===== src/hw/rtl/panel_stop_estop_controller_macros.svh =====
// ----------------------------------------------------------------------------
// panel_stop_estop_controller_macros.svh
// Assertion macros used by the panel stop controller top level.
// ----------------------------------------------------------------------------
`ifndef PANEL_STOP_ESTOP_CONTROLLER_MACROS_SVH
`define PANEL_STOP_ESTOP_CONTROLLER_MACROS_SVH

// Same-cycle implication, checked outside reset
`define PSE_ASSERT_NOW(lbl, ante, cons) \
    lbl: assert property (@(posedge i_clk) disable iff (!i_rst_n) (ante) |-> (cons)) \
        else $error("pse assertion failed");

// Next-cycle implication, checked outside reset
`define PSE_ASSERT_NEXT(lbl, ante, cons) \
    lbl: assert property (@(posedge i_clk) disable iff (!i_rst_n) (ante) |=> (cons)) \
        else $error("pse assertion failed");

`endif


===== src/hw/rtl/pse_pkg.sv =====
// ----------------------------------------------------------------------------
// pse_pkg
// Types and codes of the panel run/stop controller.
// ----------------------------------------------------------------------------
package pse_pkg;

    // item kinds
    localparam logic [1:0] KIND_TICK  = 2'd0;
    localparam logic [1:0] KIND_CHECK = 2'd1;
    localparam logic [1:0] KIND_FORCE = 2'd2;

    // stop reasons
    localparam logic [2:0] REASON_NONE   = 3'd0;
    localparam logic [2:0] REASON_MANUAL = 3'd1;
    localparam logic [2:0] REASON_FULL   = 3'd2;
    localparam logic [2:0] REASON_NOCARD = 3'd3;
    localparam logic [2:0] REASON_ALARM  = 3'd4;
    localparam logic [2:0] REASON_ESTOP  = 3'd5;

    // alarm codes that mean no alarm
    localparam logic [7:0] ALARM_CLEAR = 8'd0;
    localparam logic [7:0] ALARM_NINE  = 8'd9;

    localparam logic [3:0] PRESS_TICKS_RESET = 4'd5;
    localparam logic [3:0] COUNT_MAX         = 4'd15;

    typedef struct packed {
        logic [1:0] kind;
        logic       start_level;
        logic       stop_level;
        logic       estop_level;
        logic [3:0] full_flags;
        logic       card_present;
        logic [7:0] alarm_code;
        logic [3:0] stop_mask;
    } t_in_item;

    typedef struct packed {
        logic       running;
        logic       paused;
        logic       estop_active;
        logic [2:0] reason;
        logic       home_request;
        logic       set_alarm_nine;
        logic       full_changed;
        logic       notice_valid;
        logic [2:0] notice_reason;
    } t_out_item;

    // button status from the debouncers to the controller
    typedef struct packed {
        logic start_press;
        logic stop_press;
        logic start_held;
    } t_press;

endpackage


===== src/hw/rtl/pse_in_stage.sv =====
// ----------------------------------------------------------------------------
// pse_in_stage
// Input register: holds one transaction until the result stage takes it.
// ----------------------------------------------------------------------------
module pse_in_stage
    import pse_pkg::*;
(
    input  logic     i_clk,
    input  logic     i_rst_n,
    input  logic     i_in_valid,
    input  t_in_item i_in_item,
    output logic     o_in_stall,
    input  logic     i_advance,
    output logic     o_valid,
    output t_in_item o_item
);

    logic     r_valid;
    t_in_item r_item;
    logic     accept;

    // stall only when holding an item that cannot move on
    assign o_in_stall = r_valid && !i_advance;
    assign accept     = i_in_valid && !o_in_stall;

    always_ff @(posedge i_clk) begin
        if (!i_rst_n) begin
            r_valid <= 1'b0;
        end else if (accept) begin
            r_valid <= 1'b1;
        end else if (i_advance) begin
            r_valid <= 1'b0;
        end
    end

    always_ff @(posedge i_clk) begin
        if (accept) begin
            r_item <= i_in_item;
        end
    end

    assign o_valid = r_valid;
    assign o_item  = r_item;

endmodule


===== src/hw/rtl/pse_debounce.sv =====
// ----------------------------------------------------------------------------
// pse_debounce
// Hold counter for one active-low button, saturating at threshold+1.
// ----------------------------------------------------------------------------
module pse_debounce
    import pse_pkg::*;
(
    input  logic       i_clk,
    input  logic       i_rst_n,
    input  logic       i_step,
    input  logic       i_level,
    input  logic [3:0] i_thr,
    output logic       o_press,
    output logic       o_held
);

    logic [3:0] r_count;
    logic [3:0] n_count;
    logic [3:0] lim;

    // limit is threshold+1, capped at the counter maximum
    assign lim = (i_thr == COUNT_MAX) ? COUNT_MAX : (i_thr + 4'd1);

    always_comb begin
        n_count = r_count;
        o_press = 1'b0;
        if (i_level) begin
            n_count = '0;
        end else if (r_count < lim) begin
            n_count = r_count + 4'd1;
            o_press = (n_count == i_thr);
        end
    end

    // held flag looks at the count after this tick
    assign o_held = (n_count >= i_thr);

    always_ff @(posedge i_clk) begin
        if (!i_rst_n) begin
            r_count <= '0;
        end else if (i_step) begin
            r_count <= n_count;
        end
    end

endmodule


===== src/hw/rtl/pse_ctrl.sv =====
// ----------------------------------------------------------------------------
// pse_ctrl
// Run/pause/E-stop state and stop reason, one update per transaction.
// ----------------------------------------------------------------------------
module pse_ctrl
    import pse_pkg::*;
(
    input  logic      i_clk,
    input  logic      i_rst_n,
    input  logic      i_step,
    input  t_in_item  i_item,
    input  t_press    i_press,
    output t_out_item o_result
);

    logic       r_run, r_pause, r_estop;
    logic [2:0] r_reason;
    logic [3:0] r_last_full, r_mask;
    logic       n_run, n_pause, n_estop;
    logic [2:0] n_reason;
    logic [3:0] n_last_full, n_mask;
    logic       home, nine, fchg, nvalid;
    logic [2:0] nreason;
    logic       alarm, sp, tp;
    logic       full_hit, check_hit;

    assign alarm = (i_item.alarm_code != ALARM_CLEAR) && (i_item.alarm_code != ALARM_NINE);
    assign sp    = i_press.start_press;
    assign tp    = i_press.stop_press;
    assign full_hit  = (i_item.full_flags & r_mask) != 4'd0;
    assign check_hit = (i_item.full_flags & i_item.stop_mask) != 4'd0;

    // next state for the item in the input register
    always_comb begin
        n_run       = r_run;
        n_pause     = r_pause;
        n_estop     = r_estop;
        n_reason    = r_reason;
        n_last_full = r_last_full;
        n_mask      = r_mask;
        home        = 1'b0;
        nine        = 1'b0;
        fchg        = 1'b0;
        nvalid      = 1'b0;
        nreason     = REASON_NONE;
        case (i_item.kind)
            KIND_TICK: begin
                if (i_item.full_flags != r_last_full) begin
                    n_last_full = i_item.full_flags;
                    fchg        = 1'b1;
                end
                if (i_item.estop_level && !r_estop) begin
                    // E-stop pressed
                    n_estop = 1'b1;
                    n_run   = 1'b0;
                    n_pause = 1'b0;
                    nvalid  = 1'b1;
                    if (alarm) begin
                        n_reason = REASON_ALARM;
                    end else begin
                        n_reason = REASON_ESTOP;
                        nine     = 1'b1;
                    end
                end else if (!i_item.estop_level && r_estop) begin
                    // E-stop released
                    n_estop  = 1'b0;
                    n_run    = 1'b0;
                    n_pause  = 1'b0;
                    nvalid   = 1'b1;
                    n_reason = REASON_ESTOP;
                end else if (r_estop) begin
                    // still latched: nothing
                end else if (r_reason == REASON_ESTOP && !alarm) begin
                    if (sp) begin
                        n_run    = 1'b1;
                        n_pause  = 1'b0;
                        n_reason = REASON_NONE;
                        home     = 1'b1;
                    end
                end else if (r_reason == REASON_ESTOP) begin
                    // alarm after E-stop: start held plus stop press
                    if (i_press.start_held && tp) begin
                        n_run    = 1'b1;
                        n_pause  = 1'b0;
                        n_reason = REASON_NONE;
                        home     = 1'b1;
                    end
                end else if (alarm) begin
                    n_reason = REASON_ALARM;
                    n_run    = 1'b0;
                    n_pause  = 1'b0;
                    if (sp) begin
                        n_run    = 1'b1;
                        n_reason = REASON_NONE;
                        home     = 1'b1;
                    end
                end else if (r_reason == REASON_FULL) begin
                    if (!full_hit) begin
                        if (!i_item.card_present) begin
                            n_reason = REASON_NOCARD;
                            nvalid   = 1'b1;
                            nreason  = REASON_NOCARD;
                        end else begin
                            n_pause  = 1'b0;
                            n_run    = 1'b1;
                            n_reason = REASON_NONE;
                            n_mask   = '0;
                            nvalid   = 1'b1;
                        end
                    end
                end else if (r_reason == REASON_NOCARD) begin
                    if (i_item.card_present) begin
                        if (full_hit) begin
                            n_reason = REASON_FULL;
                            nvalid   = 1'b1;
                            nreason  = REASON_FULL;
                        end else begin
                            n_pause  = 1'b0;
                            n_run    = 1'b1;
                            n_reason = REASON_NONE;
                            n_mask   = '0;
                            nvalid   = 1'b1;
                        end
                    end
                end else if (r_reason == REASON_MANUAL) begin
                    if (sp) begin
                        n_pause  = 1'b0;
                        n_run    = 1'b1;
                        n_reason = REASON_NONE;
                        n_mask   = '0;
                        nvalid   = 1'b1;
                    end
                end else if (!r_pause && tp && !sp) begin
                    n_pause  = 1'b1;
                    n_run    = 1'b0;
                    n_reason = REASON_MANUAL;
                    nvalid   = 1'b1;
                    nreason  = REASON_MANUAL;
                end
            end
            KIND_CHECK: begin
                n_mask = i_item.stop_mask;
                if (check_hit || !i_item.card_present) begin
                    n_pause  = 1'b1;
                    n_run    = 1'b0;
                    n_reason = check_hit ? REASON_FULL : REASON_NOCARD;
                    nvalid   = 1'b1;
                    nreason  = check_hit ? REASON_FULL : REASON_NOCARD;
                end
            end
            KIND_FORCE: begin
                n_mask   = i_item.stop_mask;
                n_pause  = 1'b1;
                n_run    = 1'b0;
                n_reason = REASON_FULL;
                nvalid   = 1'b1;
                nreason  = REASON_FULL;
            end
            default: begin
                // unused kind leaves everything as is
            end
        endcase
    end

    always_comb begin
        o_result.running        = n_run;
        o_result.paused         = n_pause;
        o_result.estop_active   = n_estop;
        o_result.reason         = n_reason;
        o_result.home_request   = home;
        o_result.set_alarm_nine = nine;
        o_result.full_changed   = fchg;
        o_result.notice_valid   = nvalid;
        o_result.notice_reason  = nreason;
    end

    always_ff @(posedge i_clk) begin
        if (!i_rst_n) begin
            r_run       <= 1'b1;
            r_pause     <= 1'b0;
            r_estop     <= 1'b0;
            r_reason    <= REASON_NONE;
            r_last_full <= '0;
            r_mask      <= '0;
        end else if (i_step) begin
            r_run       <= n_run;
            r_pause     <= n_pause;
            r_estop     <= n_estop;
            r_reason    <= n_reason;
            r_last_full <= n_last_full;
            r_mask      <= n_mask;
        end
    end

endmodule


===== src/hw/rtl/panel_stop_estop_controller.sv =====
// ----------------------------------------------------------------------------
// panel_stop_estop_controller
// Machine-panel run/stop controller with button debounce and E-stop handling.
// ----------------------------------------------------------------------------
// Usage:
//   Input channel (i_in_valid / o_in_stall / i_in_item) takes one transaction
//   per cycle while o_in_stall is low: a tick with button, E-stop, full, card
//   and alarm levels, a full-or-card stop check, or a forced full stop.
//   Output channel (o_out_valid / i_out_stall / o_out_item) returns exactly one
//   result per transaction, in order: flags, reason and the pulses.
//   Config channel (i_cfg_valid / o_cfg_ready / i_cfg_data) writes press_ticks;
//   it is always ready and should be written only while the block is idle.
//   Path: each transaction is held in the input register, then its result
//   is held in the result register. Throughput: one transaction per cycle
//   while the receiver does not stall, set by the combinational state update
//   between the two registers.
//   Reset: running set, all other flags clear, reason none, counters zero,
//   press_ticks 5; both registers empty.
//   When the receiver stalls, the result register holds; one more transaction
//   is taken into the input register, after which o_in_stall rises.
// ----------------------------------------------------------------------------
`include "panel_stop_estop_controller_macros.svh"

module panel_stop_estop_controller
    import pse_pkg::*;
(
    input  logic      i_clk,
    input  logic      i_rst_n,
    input  logic      i_in_valid,
    output logic      o_in_stall,
    input  t_in_item  i_in_item,
    output logic      o_out_valid,
    input  logic      i_out_stall,
    output t_out_item o_out_item,
    input  logic      i_cfg_valid,
    output logic      o_cfg_ready,
    input  logic [3:0] i_cfg_data
);

    logic      r_out_valid;
    t_out_item r_out_item;
    logic [3:0] r_press_ticks;
    logic      advance, stage_valid, step, tick_step;
    logic [3:0] thr;
    t_in_item  stage_item;
    t_press    press;
    t_out_item result;

    // config register
    assign o_cfg_ready = 1'b1;
    always_ff @(posedge i_clk) begin
        if (!i_rst_n) begin
            r_press_ticks <= PRESS_TICKS_RESET;
        end else if (i_cfg_valid && o_cfg_ready) begin
            r_press_ticks <= i_cfg_data;
        end
    end

    // zero threshold behaves as one
    assign thr = (r_press_ticks == 4'd0) ? 4'd1 : r_press_ticks;

    assign advance   = !r_out_valid || !i_out_stall;
    assign step      = stage_valid && advance;
    assign tick_step = step && (stage_item.kind == KIND_TICK);

    pse_in_stage u_in_stage (
        .i_clk      (i_clk),
        .i_rst_n    (i_rst_n),
        .i_in_valid (i_in_valid),
        .i_in_item  (i_in_item),
        .o_in_stall (o_in_stall),
        .i_advance  (advance),
        .o_valid    (stage_valid),
        .o_item     (stage_item)
    );

    pse_debounce u_start_db (
        .i_clk   (i_clk),
        .i_rst_n (i_rst_n),
        .i_step  (tick_step),
        .i_level (stage_item.start_level),
        .i_thr   (thr),
        .o_press (press.start_press),
        .o_held  (press.start_held)
    );

    logic stop_held_unused;
    pse_debounce u_stop_db (
        .i_clk   (i_clk),
        .i_rst_n (i_rst_n),
        .i_step  (tick_step),
        .i_level (stage_item.stop_level),
        .i_thr   (thr),
        .o_press (press.stop_press),
        .o_held  (stop_held_unused)
    );

    pse_ctrl u_ctrl (
        .i_clk    (i_clk),
        .i_rst_n  (i_rst_n),
        .i_step   (step),
        .i_item   (stage_item),
        .i_press  (press),
        .o_result (result)
    );

    // result register
    always_ff @(posedge i_clk) begin
        if (!i_rst_n) begin
            r_out_valid <= 1'b0;
        end else if (advance) begin
            r_out_valid <= stage_valid;
        end
    end

    always_ff @(posedge i_clk) begin
        if (step) begin
            r_out_item <= result;
        end
    end

    assign o_out_valid = r_out_valid;
    assign o_out_item  = r_out_item;

    // checks
    `PSE_ASSERT_NOW(a_stall_cause, o_in_stall, r_out_valid && i_out_stall)
    `PSE_ASSERT_NOW(a_notice_reason, r_out_valid && (r_out_item.notice_reason != REASON_NONE), r_out_item.notice_valid)
    `PSE_ASSERT_NOW(a_estop_stopped, r_out_valid && r_out_item.estop_active, !r_out_item.running)
    `PSE_ASSERT_NOW(a_nine_estop, r_out_valid && r_out_item.set_alarm_nine, r_out_item.estop_active && (r_out_item.reason == REASON_ESTOP))
    `PSE_ASSERT_NEXT(a_step_result, step, r_out_valid)

endmodule


===== config.mk =====
export PLATFORM = sky130hd
export DESIGN_NAME = panel_stop_estop_controller
export DESIGN_NICKNAME = d
export VERILOG_FILES = /design/src/hw/rtl/pse_pkg.sv /design/src/hw/rtl/pse_in_stage.sv /design/src/hw/rtl/pse_debounce.sv /design/src/hw/rtl/pse_ctrl.sv /design/src/hw/rtl/panel_stop_estop_controller.sv
export VERILOG_INCLUDE_DIRS = /design/src /design/src/hw/rtl
export SDC_FILE = /design/constraint.sdc
export NUM_CORES = 1
export LEC_CHECK = 0
export BUFFER_PORTS_ARGS = -buffer_cell sky130_fd_sc_hd__buf_4
export CAP_MARGIN = 20
export CORE_ASPECT_RATIO = 0.6
export CORE_MARGIN = 2
export CORE_UTILIZATION = 58
export DETAILED_ROUTE_END_ITERATION = 10
export PLACE_DENSITY = 0.8
export SLEW_MARGIN = 40
export SYNTH_ARGS = -nofsm -noshare
export SYNTH_HDL_FRONTEND = slang
export SYNTH_SLANG_ARGS = --single-unit

===== constraint.sdc =====
create_clock -name i_clk -period 5.2 [get_ports i_clk]
set_input_delay 0.78 -clock i_clk [delete_from_list [all_inputs] [get_ports i_clk]]
set_output_delay 0.78 -clock i_clk [all_outputs]
set_load 0.1 [all_outputs]

# Word-level counts from Yosys, hierarchy flattened

Index checks and enable logic that the tools add are counted.

Add/sub/neg operators: 3
Magnitude comparators: 3
Equality and inequality tests: 23
Mux-type cells: 122
Bitwise operators: 3
Reductions and logical operators: 37

Operators by type and width:

| cell                  | count |
|---|---|
| $mux W3               | 28 |
| $mux W4               | 20 |
| $mux W1               | 66 |
| $pmux W3 S3           | 2 |
| $reduce_and A14 Y1    | 1 |
| $add A4 B1 Y4 const B | 3 |
| $ne A2 B2 Y1 const B  | 6 |
| $ne A3 B3 Y1 const B  | 4 |
| $logic_and A1 B1 Y1   | 11 |
| $logic_not A1 Y1      | 10 |
| $pmux W1 S3           | 3 |
| $and A4 B4 Y4         | 2 |
| $eq A4 B4 Y1          | 2 |
| $lt A4 B4 Y1          | 2 |
| $ne A4 B1 Y1 const B  | 2 |
| $ne A8 B4 Y1 const B  | 1 |
| $pmux W4 S2           | 1 |
| $reduce_bool A4 Y1    | 2 |
| $reduce_bool A8 Y1    | 1 |
| $eq A3 B2 Y1 const B  | 2 |
| $reduce_bool A2 Y1    | 3 |
| $eq A4 B4 Y1 const B  | 1 |
| $ge A4 B4 Y1          | 1 |
| $logic_not A4 Y1      | 1 |
| other kinds (13)      | 16 |

Flip-flop bits (word level): 63
Bits of input ports: 31
Output and inout bits: 16

# Depth between registers and ports, before layout

Gate-level depths: netlist of the first run.

Depth in word-level cells: 20
Depth in mapped cells: 20

# By module

Synthesis of the first run repeated with hierarchy kept, for this count alone.

Cells, all modules: 429
Area total of the unflattened synthesis: 4167.7 µm²

By module, submodules not included:

| module                      | instances | cells an instance | area an instance (µm²) | seq. area each (µm²) |
|---|---|---|---|---|
| pse_ctrl                    | 1         | 198               | 1466.4                 | 280.3 |
| pse_debounce                | 2         | 83                | 679.4                  | 80.1 |
| pse_in_stage                | 1         | 26                | 708.2                  | 680.7 |
| panel_stop_estop_controller | 1         | 39                | 634.4                  | 490.5 |

# Worst setup path after synthesis of the first run

No wires, ideal clock.

Kind: register -> register
Start: reg r_press_ticks[1]
End: reg r_out_item, in the netlist o_out_item[7] (data pin)
Library setup time: 0.271 ns
Arrival: 3.488 ns
Setup slack: 1.442 ns
Stages on the path, launching flop included: 19
Buffers on the path: 1
Period minus slack after synthesis: 3.758 ns
Cell sequence: dfxtp_1 > buf_2 > o31ai_1 > ha_1 > inv_1 > a221oi_2 > a2111oi_4 > nor2_1 > xor2_1 > or2_2 > ha_1 > nand2b_1 > a21oi_1 > o21ai_0 > and2_1 > a2bb2oi_1 > o311a_1 > o21ai_0 > o21ai_0

RTL lines:

| element                | RTL line                           | RTL |
|---|---|---|
| start, declared        | panel_stop_estop_controller.sv:42  | `logic [3:0] r_press_ticks;` |
| start signal, assigned | panel_stop_estop_controller.sv:55  | `r_press_ticks <= i_cfg_data;` |
| end signal, assigned   | panel_stop_estop_controller.sv:118 | `r_out_item <= result;` |
| end, declared          | panel_stop_estop_controller.sv:41  | `t_out_item r_out_item;` |

==> results of run 1 <==
-- critical path, cell delays in order, from the launching register on --
cell and delay [ps]:
dfxtp_1 550, nor2_1 120, o31ai_1 400, ha_1 320, inv_1 70, a221oi_2 40, a2111oi_4 430, nor2_1 160
xor2_1 190, or2_2 290, ha_1 270, nand2b_1 100, a21oi_1 60, o21ai_0 300, and2_1 180, a2bb2oi_1 80
o311a_1 380, o21ai_0 120, o21ai_0 120
-- kinds of logic (layout without fill, tap and decap cells) --
logic type | after synthesis | in the layout | share of synthesized area
AO/OA/AOI/OAI | 110 | 110 | 0.224
multiplexers | 5 | 5 | 0.0137
other | 2 | 2 | 0.00201
adder cells (fa/ha/maj) | 14 | 14 | 0.0469
flip-flops | 62 | 62 | 0.424
XOR/XNOR | 17 | 17 | 0.0439
buffers and inverters | 38 | 74 | 0.0466
AND/OR/NAND/NOR | 144 | 144 | 0.199
-- metal layers --
layer  up-vias  GRT usage
met3        16     0.0749
met2       192      0.362
met1      1449      0.388
met5         -          0
li1       1513          -
met4         0     0.0753
-- cell usage in the layout, fill, tap and decap left out, types with 10 or more instances in the layout --
cell type   n
buf_4      45
o21ai_0    19
edfxtp_1   34
nor2b_1    11
inv_1      13
clkbuf_8   10
nand3_1    20
nor2_1     23
ha_1       14
a21oi_1    20
xor2_1     11
nand2_1    35
nor3_1     12
and3_1     11
dfxtp_1    28
-- stage by stage --
stage	hold slack (ps)	cell area (µm²)	worst slack (ps)	cells	total power, mW
2_1_floorplan	455	3730	1440	392	0.716
3_3_place_gp	463	4050	1080	496	0.761
3_5_place_dp	474	4060	843	496	0.767
4_1_cts	485	4270	793	512	1.20
5_1_grt	523	4270	509	512	1.24
6_report	481	4270	730	512	1.20
-- layout make-up --
type,instances,area [µm²],share of cell area
sequential,62,1580,0.371
inverter,13,48.8,0.0114
tap,84,105,0.0246
clock inverter,6,68.8,0.0161
clock buffer,10,138,0.0323
multi-input combinational,292,1990,0.466
timing repair buffer,45,338,0.0792
-- state kept, by name (all words and copies together), names as in the netlist, 3 cells and up --
name / flops
o_out_item: 12
r_press_ticks: 4
u_ctrl.r_last_full: 4
u_ctrl.r_mask: 4
u_ctrl.r_reason: 3
u_in_stage.o_item: 22
u_start_db.r_count: 4
u_stop_db.r_count: 4
-- power by group --
group,total (mW),leakage (nW),internal (mW),switching [mW]
combinational,0.192,1.00,0.0661,0.126
sequential,0.568,0.556,0.542,0.0259
clock,0.438,0.103,0.236,0.202
total,1.20,1.66,0.845,0.354
-- worst paths after layout --
kind	slack [ps]	start	endpoint
max reg2reg	730	r_press_ticks[3]	o_out_item[7]
min reg2reg	480	u_ctrl.r_last_full[0]	u_ctrl.r_last_full[0]
min	480	u_ctrl.r_last_full[0]	u_ctrl.r_last_full[0]
max	730	r_press_ticks[3]	o_out_item[7]
==> impl_metrics.ini, run 1 <==
[timing]
relSlewSlack = 0.479
rsz0062_at_grt = false
fin_worst_skew_ps = 9.24
finalHoldViolCount = 0
worst_pin_slew_ps = 782
drv_slew = 0
finalSetupTns_ps = 0
finalSetupViolations = 0
fmax_ghz = 0.224
finalCritPeriodShare = 0.860
period_minus_slack_ps = 4470

[drt]
drtIter0Drc = 293
routed_wl_um = 8800
dr_wl_met2_um = 3590
drt-pass1-iter-count = 6
dr_wl_met3_um = 997
met1_length_um = 4080
highest_layer = met4
drtAntennaViolNets = 0
wl_per_cell_um = 17.2
drc = 0
dr_total_vias = 3170
viasPerCell = 6.19

[global_routing]
grt.overflow.total = 0
grt_first_pass_wirelength_um = 14000
antenna_found_initial = 0
track_usage = 0.260
grt_start_max_net_pins = 36
grt_pass1_vias = 2824

[logic_synthesis]
synthTopCellsByArea = edfxtp_1, dfxtp_1, ha_1
synth_edf_count = 34
yosysWarnings = 0
avgSynthCellArea_um2 = 9.52
synth-seq-cells = 62
yosysSeqAreaShare = 0.424
synth_common_cells = nand2_1, edfxtp_1, dfxtp_1, nor2_1
syn_area_um2 = 3730
synth_cell_types = 71
yosys.area.top_type = edfxtp_1
synthCells = 392
synth_most_common_cell = nand2_1
synthFlopType = edfxtp_1
synthArstFlopShare = 0
synth_top_cell_area_share = 0.273
synth_nets = 437

[min_path]
worstHoldPathCells = 2
hold_class = reg -> reg

[critical_path]
critical_path_required_ps = 5280
path_class = reg -> reg
r2r_cells = 18
cp.arrival_ps = 4550
cp-start-kind = register
end_kind = register
crit_path_max_fanout = 11

[clock_network]
clockBufferDepth = 2
cts_hold_buf = 0
cts_setup_buffers = 0
htreeDepth = 3
insertion_delay_ps = 360
cts_buffers = 9
clkSinkCount = 62
clk_pin_slew_ps = 70
cts_root_buf = clkbuf_8
cts_resized = 0
tritoncts = yes

[power_and_ir_drop]
p_per_area_nw_per_um2 = 281
peakVddDrop_v = 0.000152
p_leak_nw = 1.66

[floorplanning]
die_width_um = 108
dieArea_um2 = 7120
core_area_um2 = 6170
std_cell_rows = 22
start_util = 0.606
die_h_um = 66.1
io_pins = 47

[placement]
hpwl_um = 6360
io_buffers = 44
place.gp.congestion = 0.960

[cells_and_area]
antenna_cells = 0
synthToLayoutAreaGrowth_pct = 14.2
final_core_util = 0.692
drive_gt1_frac = 0.192
fillerInstances = 489
final_nets = 468

[flow_run]
drv_cap = 0

[run_status]
outcome = finished, final reports clean
No activity file was read; power rests on OpenSTA's default activity.
==> inputs of run 2 (changes only) <==
- MAX_ROUTING_LAYER: default -> met4
- SLEW_MARGIN: 40 -> default
==> impl_metrics.ini, run 2 (synthesis gave the netlist of run 1 again) <==
[floorplanning]
core_area_um2 = 6170
start_util = 0.606
std_cell_rows = 22
dieArea_um2 = 7120
io_pins = 47
die_width_um = 108
die_h_um = 66.1

[clock_network]
insertion_delay_ps = 340
clk_pin_slew_ps = 70
clockBufferDepth = 2
clkSinkCount = 62
cts_setup_buffers = 0
cts_root_buf = clkbuf_8
htreeDepth = 3
tritoncts = yes
cts_resized = 0
cts_buffers = 9
cts_hold_buf = 0

[drt]
drt-pass1-iter-count = 5
wl_per_cell_um = 17.4
drc = 0
drtIter0Drc = 356
viasPerCell = 6.33
drtAntennaViolNets = 0
dr_total_vias = 3249
routed_wl_um = 8920

[critical_path]
cp-start-kind = register
crit_path_max_fanout = 11
cp.arrival_ps = 4670
end_kind = register
r2r_start = r_press_ticks[3]
path_class = reg -> reg
critical_path_required_ps = 5260
critPathLaunch = r_press_ticks[3]

[cells_and_area]
mostFrequentLayoutCell = buf_4
final_core_util = 0.694
final_cell_mix = buf_4, nand2_1, edfxtp_1
multiInputGateArea_um2 = 1980
largest_reg_flops = 22
fillerInstances = 472
final_nets = 469
finish.instance_area_um2 = 4280
synthToLayoutAreaGrowth_pct = 14.6
layout.area.seq_um2 = 1580
antenna_cells = 0
drive_gt1_frac = 0.191

[run_status]
outcome = finished, final reports clean

[timing]
fin_worst_skew_ps = 12.1
worst_pin_slew_ps = 816
finalHoldViolCount = 0
finalSetupViolations = 0
relSlewSlack = 0.456
finalSetupTns_ps = 0
layout_setup_ws_ps = 585
finalCritPeriodShare = 0.888
drv_slew = 0
period_minus_slack_ps = 4620
fmax_ghz = 0.217
rsz0062_at_grt = false

[min_path]
hold_class = reg -> reg
hp-start = u_ctrl.r_last_full[3]

[placement]
place_ws_ps = 782
hpwl_um = 6420
place.gp.congestion = 0.976
placed_cell_area_um2 = 4050
io_buffers = 44

[flow_run]
drv_cap = 0

[global_routing]
grt_first_pass_wirelength_um = 14800
antenna_found_initial = 0
grt_pass1_vias = 2927
grt_start_max_net_pins = 36
track_usage = 0.277
grt.overflow.total = 0

[power_and_ir_drop]
p_leak_nw = 1.67
p_per_area_nw_per_um2 = 282
peakVddDrop_v = 0.000161
==> run 2: power by group <==
group	internal, mW	total, mW	switching, mW
Combinational	0.0670	0.194	0.127
Clock	0.250	0.441	0.192
Sequential	0.542	0.569	0.0269
Total	0.859	1.20	0.346
==> run 2: per-layer routing <==
layer  vias to the layer above  part of all wire  global-route usage
li1                       1516                 -                   -
met1                      1520              0.45               0.403
met2                       191              0.41               0.369
met3                        22              0.12              0.0828
met4                         0             0.017              0.0833
met5                         -                 0                   -
==> run 2: worst max-delay path, cell delays in order, from the launching register on <==
cell	delay [ps]
dfxtp_1	560
nor2_1	140
o31ai_1	440
ha_1	330
inv_1	70
a221oi_2	50
a2111oi_4	440
nor2_1	160
xor2_1	180
or2_2	290
ha_1	280
nand2b_1	100
a21oi_1	70
o21ai_0	300
and2_1	180
a2bb2oi_1	90
o311a_1	370
o21ai_0	140
o21ai_0	140
==> run 2: per-stage QoR <==
step	hold WS [ps]	cells	power [mW]
floorplan	455	392	0.716
global placement	463	496	0.761
detailed placement	487	496	0.767
CTS	498	512	1.21
global route	520	513	1.25
finish	505	513	1.20
==> run 2: cell type report <==
class | instances | share of cell area
Tap cell | 84 | 0.0246
Multi-Input combinational cell | 292 | 0.463
Sequential cell | 62 | 0.370
Clock inverter | 5 | 0.0132
Timing Repair Buffer | 46 | 0.0825
Clock buffer | 11 | 0.0357
Inverter | 13 | 0.0114
==> run 2: path summary, 6_finish.rpt <==
| kind | slack, ps | cells after the start | endpoint |
|---|---|---|---|
| max reg2reg | 580 | 18 | o_out_item[7] |
| min | 510 | 2 | u_ctrl.r_last_full[3] |
| max | 580 | 18 | o_out_item[7] |
| min reg2reg | 510 | 2 | u_ctrl.r_last_full[3] |
